## src/design/inversion_counter_core_defines.svh

```systemverilog
// Assertion macros shared by the inversion counter RTL.
// Needs nothing else; define ASSERT_OFF to compile the checks out.
`ifndef INVERSION_COUNTER_CORE_DEFINES_SVH
`define INVERSION_COUNTER_CORE_DEFINES_SVH
`ifndef ASSERT_OFF
`define ASSERT_PROP(label, clk, rst_n, prop, msg) \
    label: assert property (@(posedge clk) disable iff (!rst_n) prop) else $error(msg);
`define ASSERT_NEVER(label, clk, rst_n, cond, msg) \
    label: assert property (@(posedge clk) disable iff (!rst_n) !(cond)) else $error(msg);
`else
`define ASSERT_PROP(label, clk, rst_n, prop, msg)
`define ASSERT_NEVER(label, clk, rst_n, cond, msg)
`endif
`endif

```

## src/design/icc_pkg.sv

```systemverilog
// Types and constants of the inversion counter.
// Used by icc_cell and inversion_counter_core; depends on nothing.
package icc_pkg;

    localparam int MAX_ITEMS = 256;
    localparam int COUNT_W   = 15;
    localparam int PART_W    = $clog2(MAX_ITEMS);
    localparam int FILL_W    = $clog2(MAX_ITEMS + 1);
    localparam logic [COUNT_W-1:0] COUNT_MAX = {COUNT_W{1'b1}};

    typedef struct packed {
        logic signed [63:0] value;
        logic               is_last;
    } in_word_t;

    typedef struct packed {
        logic [COUNT_W-1:0] inversion_count;
        logic               overflowed;
    } out_word_t;

    typedef struct packed {
        logic               valid;
        logic               placed;
        logic               last;
        logic signed [63:0] value;
        logic [PART_W-1:0]  cnt;
    } token_t;

endpackage

```

## src/design/icc_cell.sv

```systemverilog
// One slot of the inversion counter chain: holds one stored value.
// Depends on icc_pkg and inversion_counter_core_defines.svh.
`include "inversion_counter_core_defines.svh"

module icc_cell
    import icc_pkg::*;
(
    input  logic   clk,
    input  logic   rst_n,
    input  logic   clear,
    input  token_t tok_in,
    output token_t tok_out
);

    logic               slot_valid_reg;
    logic               slot_valid_next;
    logic signed [63:0] slot_value_reg;
    logic signed [63:0] slot_value_next;
    logic               tok_valid_reg;
    token_t             tok_reg;
    token_t             tok_next;

    always_comb
    begin
        tok_next        = tok_in;
        slot_valid_next = slot_valid_reg;
        slot_value_next = slot_value_reg;
        if (tok_in.valid && !tok_in.placed)
        begin
            if (!slot_valid_reg)
            begin
                tok_next.placed = 1'b1;
                slot_valid_next = 1'b1;
                slot_value_next = tok_in.value;
            end
            else if (slot_value_reg > tok_in.value)
            begin
                tok_next.cnt = tok_in.cnt + PART_W'(1);
            end
        end
        if (clear)
        begin
            slot_valid_next = 1'b0;
        end
    end

    always_ff @(posedge clk or negedge rst_n)
    begin
        if (!rst_n)
        begin
            slot_valid_reg <= 1'b0;
            tok_valid_reg  <= 1'b0;
        end
        else
        begin
            slot_valid_reg <= slot_valid_next;
            tok_valid_reg  <= tok_next.valid;
        end
    end

    always_ff @(posedge clk)
    begin
        slot_value_reg <= slot_value_next;
        tok_reg        <= tok_next;
    end

    always_comb
    begin
        tok_out       = tok_reg;
        tok_out.valid = tok_valid_reg;
    end

    `ASSERT_PROP(a_slot_holds, clk, rst_n, (slot_valid_reg && !clear) |=> slot_valid_reg, "slot lost its value without a clear")
    `ASSERT_PROP(a_value_stable, clk, rst_n, (slot_valid_reg && !clear) |=> $stable(slot_value_reg), "stored value changed")
    `ASSERT_PROP(a_empty_places, clk, rst_n, (tok_in.valid && !slot_valid_reg) |=> (tok_out.valid && tok_out.placed), "word passed an empty slot unplaced")

endmodule

```

## config.mk

```make
export PLATFORM = sky130hd
export DESIGN_NAME = icc_cell
export DESIGN_NICKNAME = d
export VERILOG_FILES = /design/src/design/icc_pkg.sv /design/src/design/icc_cell.sv
export VERILOG_INCLUDE_DIRS = /design/src /design/src/design
export SDC_FILE = /design/constraint.sdc
export NUM_CORES = 1
export LEC_CHECK = 0
export ABC_AREA = 1
export BUFFER_PORTS_ARGS = -buffer_cell sky130_fd_sc_hd__buf_2
export CORE_ASPECT_RATIO = 0.7
export CORE_MARGIN = 5
export CORE_UTILIZATION = 52
export CTS_CLUSTER_DIAMETER = 60
export DETAILED_ROUTE_END_ITERATION = 12
export HOLD_SLACK_MARGIN = 0.1
export PLACE_DENSITY = 0.79
export SYNTH_ARGS = -nofsm -noshare
export SYNTH_HDL_FRONTEND = slang
export SYNTH_SLANG_ARGS = --single-unit
```

## constraint.sdc

```tcl
create_clock -name clk -period 4.1 [get_ports clk]
set_input_delay 0.205 -clock clk [delete_from_list [all_inputs] [get_ports clk]]
set_output_delay 0.205 -clock clk [all_outputs]
set_load 0.05 [all_outputs]
```

# Yosys cells after proc, flatten, opt, wreduce, memory -nomap -nowiden
# Cells that the tools add are included.
[classes]
magnitude_cmp = 1
n_bitwise = 1
reduce_logical = 4
n_mux = 7
n_addsub = 1
[ops]
columns = ["operator", "count"]
rows = [
  ["$gt A64 B64 Y1", 1],
  ["$mux W8", 3],
  ["$add A8 B1 Y8 const B", 1],
  ["$mux W1", 4],
  ["$reduce_and A2 Y1", 1],
  ["$reduce_bool A2 Y1", 1],
  ["$logic_and A1 B1 Y1", 1],
  ["$logic_not A1 Y1", 1],
  ["$not A1 Y1", 1],
]
[word_totals]
register_bits = 140
output_inout_bits = 75
in_bits = 78
elab_cells = 21

# Depth between registers and ports, before layout
[depth]
depth_word = 4
depth_mapped = 17

# Least setup slack after synthesis
# Ideal clock, no wire load.
[synth_path]
path_kind = "flip-flop to flip-flop"
start = "reg slot_valid_reg"
end = "reg slot_value_reg[0] (enable)"
t_arrival_ns = 3.072
required_ns = 3.612
n_path_buf = 0
period_less_slack_ns = 3.560
path_stages_with_launch = 2
setup_ns = 0.488
path_slack_ns = 0.540
cell_sequence = "dfrtp_1 nor2_1"
[synth_between]
elab_chain_cells = 2
[synth_rtl]
columns = ["item", "line", "rtl"]
rows = [
  ["start, declared", "icc_cell.sv:15", "logic slot_valid_reg;"],
  ["start signal, assigned", "icc_cell.sv:56", "slot_valid_reg <= slot_valid_next;"],
  ["$not A1 Y1 (no source line)", "-", ""],
  ["$reduce_and A2 Y1 (no source line)", "-", ""],
  ["end signal, assigned", "icc_cell.sv:63", "slot_value_reg <= slot_value_next;"],
  ["end, declared", "icc_cell.sv:17", "logic signed [63:0] slot_value_reg;"],
]
# Every way passes these cells.
# A chain may end at the register's enable or synchronous reset.

==> results.yml <==
outcome:
  status: "finished clean"
drt:
  wirelength_um: 12880
  drt-pass1-iter-count: 4
  ant_nets: 0
  vias: 4228
  wl_per_cell_um: 14.47
  avgViaCountPerCell: 4.751
  drt_iter0_drc: 231
  drc: 0
floorplanning:
  num_io_pins: 153
  rows: 31
  initial_core_util_pct: 53.35
  die_area_um2: 12860
  die_w_um: 133.4
  die_h_um: 96.40
  core_um2: 10400
timing:
  setup_viol: 0
  post-route-period-util_pct: 55.02
  hold_viol_final: 0
  rsz0062_at_grt: "false"
  setup_tns_ps: 0
  tightestPinTransition_ps: 610.7
  max_freq_mhz: 443.3
  clock_skew_ps: 8.080
  whs_ps: 119.7
  finalMaxSlewViolations: 0
  max_slew_margin_pct: 59.19
  fin_crit_ps: 2256
synthesis:
  avgSynthCellArea_um2: 11.16
  syn_nets: 640
  synth_area_leader_cell: "edfxtp_1"
  ys_warn_count: 0
  synthTopCellsByArea: "edfxtp_1, dfxtp_1, ha_1"
  ys.flop_type: "dfxtp_1"
  synth_top_area_share_pct: 34.66
  yosysSeqAreaShare_pct: 62.27
  ys_ff_latch: 140
  synth_area_um2: 5545
  synth_most_common_cell: "inv_1"
  syn_inst: 497
  synth_edf_count: 64
  ys_types: 27
  async_flop_share_pct: 1.429
  synth.top_cells.by_count: "inv_1, nand2_1, dfxtp_1"
place:
  placedCellCount: 781
  io_buffers: 152
  gp_congestion: 0.7537
  hpwl_um: 8528
  place_area_um2: 6479
global_route:
  grtUsageTotal_pct: 20.70
  grt_pass1_vias: 4465
  antenna_found_initial: 0
  grt-ovfl-total: 0
  grt_max_degree: 45
  grt_pass1_wl_um: 20660
cts:
  cts_sinks: 140
  clk_pin_slew_worst_paths_ps: 60
  clockBufferDepth: 2
  numCtsBuffers: 17
  cts_tree: "yes"
  root_buffer: "clkbuf_16"
  htree_levels: 4
  postCtsSetupRepairBufs: 0
  clock_latency_ps: 410
final_layout:
  synthToLayoutAreaGrowth_pct: 40.07
  drive_gt1_share_pct: 25.76
  finish.utilization_pct: 74.72
  finalNonFillerCells: 890
  fin_area_um2: 7767
  nets: 887
  largest_register_ffs: 74
critical_path:
  crit_buf_inv: 3
  slowest_delay_ps: 520
  crit_top_cell: "a21oi_1"
  path_class: "input port to flop"
  start_kind: "input port"
  critPathTopFamily: "compound AO/OA/AOI/OAI gates"
  crit_slowest_cell: "dlygate4sd3_1"
  arrival_ps: 2550
  crit_required_ps: 4400
  crit_chain: "dlygate4sd3_1, buf_2, inv_1, ha_1, a21oi_1, o21ai_0, a21oi_1, nand2_1, a21oi_1, nand3_1, nand2_4, nand2_4, xor2_2"
  cp_max_fo: 9
  end_kind: "flop"
pwr:
  power_density_nw_per_um2: 438.3
  ir_worst_vdd_mv: 0.4498
  p_leak_nw: 3.914
job:
  drv_cap: 0
hold_path:
  hp-class: "input port to async pin"
[through the flow]
| stage | total power [mW] | setup slack [ps] |
|---|---|---|
| global route | 3.540 | 1627 |
| floorplan | 1.862 | 540.4 |
| global placement | 1.980 | 2040 |
| detailed placement | 2.000 | 1947 |
| finish | 3.404 | 1844 |
| CTS | 3.428 | 1856 |
[placed cells by master (no fill, tap or decap), drive strengths merged]
cell type | Yosys | layout
a21o | 2 | 2
xor2 | 2 | 2
dfxtp | 74 | 74
nand3 | 11 | 11
nand2 | 99 | 99
xnor2 | 1 | 1
o21a | 2 | 2
edfxtp | 64 | 64
a21oi | 27 | 27
inv | 103 | 105
diode | 0 | 1
nor3 | 2 | 2
o21ai | 4 | 4
o21bai | 1 | 1
clkinv | 1 | 6
ha | 65 | 65
a21boi | 1 | 1
nand4 | 11 | 11
clkinvlp | 0 | 1
buf | 1 | 153
dlygate4sd3 | 0 | 76
or2 | 1 | 1
clkbuf | 0 | 24
dfrtp | 2 | 2
nor2 | 23 | 23
[worst paths after layout]
check / startpoint / endpoint / slack (ps) / cells after the start
setup / recovery: tok_in[53] / tok_out[0] / 1840 / 13
hold / removal: rst_n / slot_valid_reg / 120 / 2
setup reg to reg: slot_value_reg[45] / tok_out[0] / 1950 / 10
hold reg to reg: slot_valid_reg / slot_valid_reg / 580 / 2
max in group asynchronous: rst_n / tok_valid_reg / 3880 / 2
min in group clk: tok_in[0] / tok_out[0] / 150 / 3
[area by class of cell]
cell class                 count  area, µm²
sequential                   140       3453
fill                         694       2628
multi-input combinational    252       1702
timing repair buffer         229       1529
clock buffer                  24      481.7
inverter                     104      390.4
tap                          132      165.2
clock inverter                 8      43.79
antenna                        1      2.502
[timing repair]
action,CTS,global route
hold buffers,76,0
setup endpoints to repair,0,0
resized for setup,0,0
hold endpoints to repair,141,0
[worst reg2reg max path, delay by kind of cell (launching register included)]
family,cells,cell delay [ps]
adder cells (fa/ha/maj),1,300
flip-flops,1,370
AND/OR/NAND/NOR,4,490
XOR/XNOR,1,150
AO/OA/AOI/OAI,4,740
[power breakdown]
part | switching, mW | internal, mW | leakage [nW]
combinational | 0.311 | 0.167 | 2.41
sequential | 0.0191 | 1.53 | 1.24
clock | 0.557 | 0.816 | 0.262
total | 0.887 | 2.52 | 3.91
[cells by family after synthesis]
group,after synthesis,share of synthesized area [%]
fa+ha+maj,65,14.67
simple gates,147,11.46
buf+inv,105,7.175
xor+xnor,3,0.7448
flops,140,62.27
compound gates,37,3.678
[metal layers]
layer	wire length (µm)	global-route usage (%)
met1	5355	23.07
met2	6576	38.34
met3	749	6.108
met4	195	7.449
met5	0	0
(Power assumes the default switching activity.)
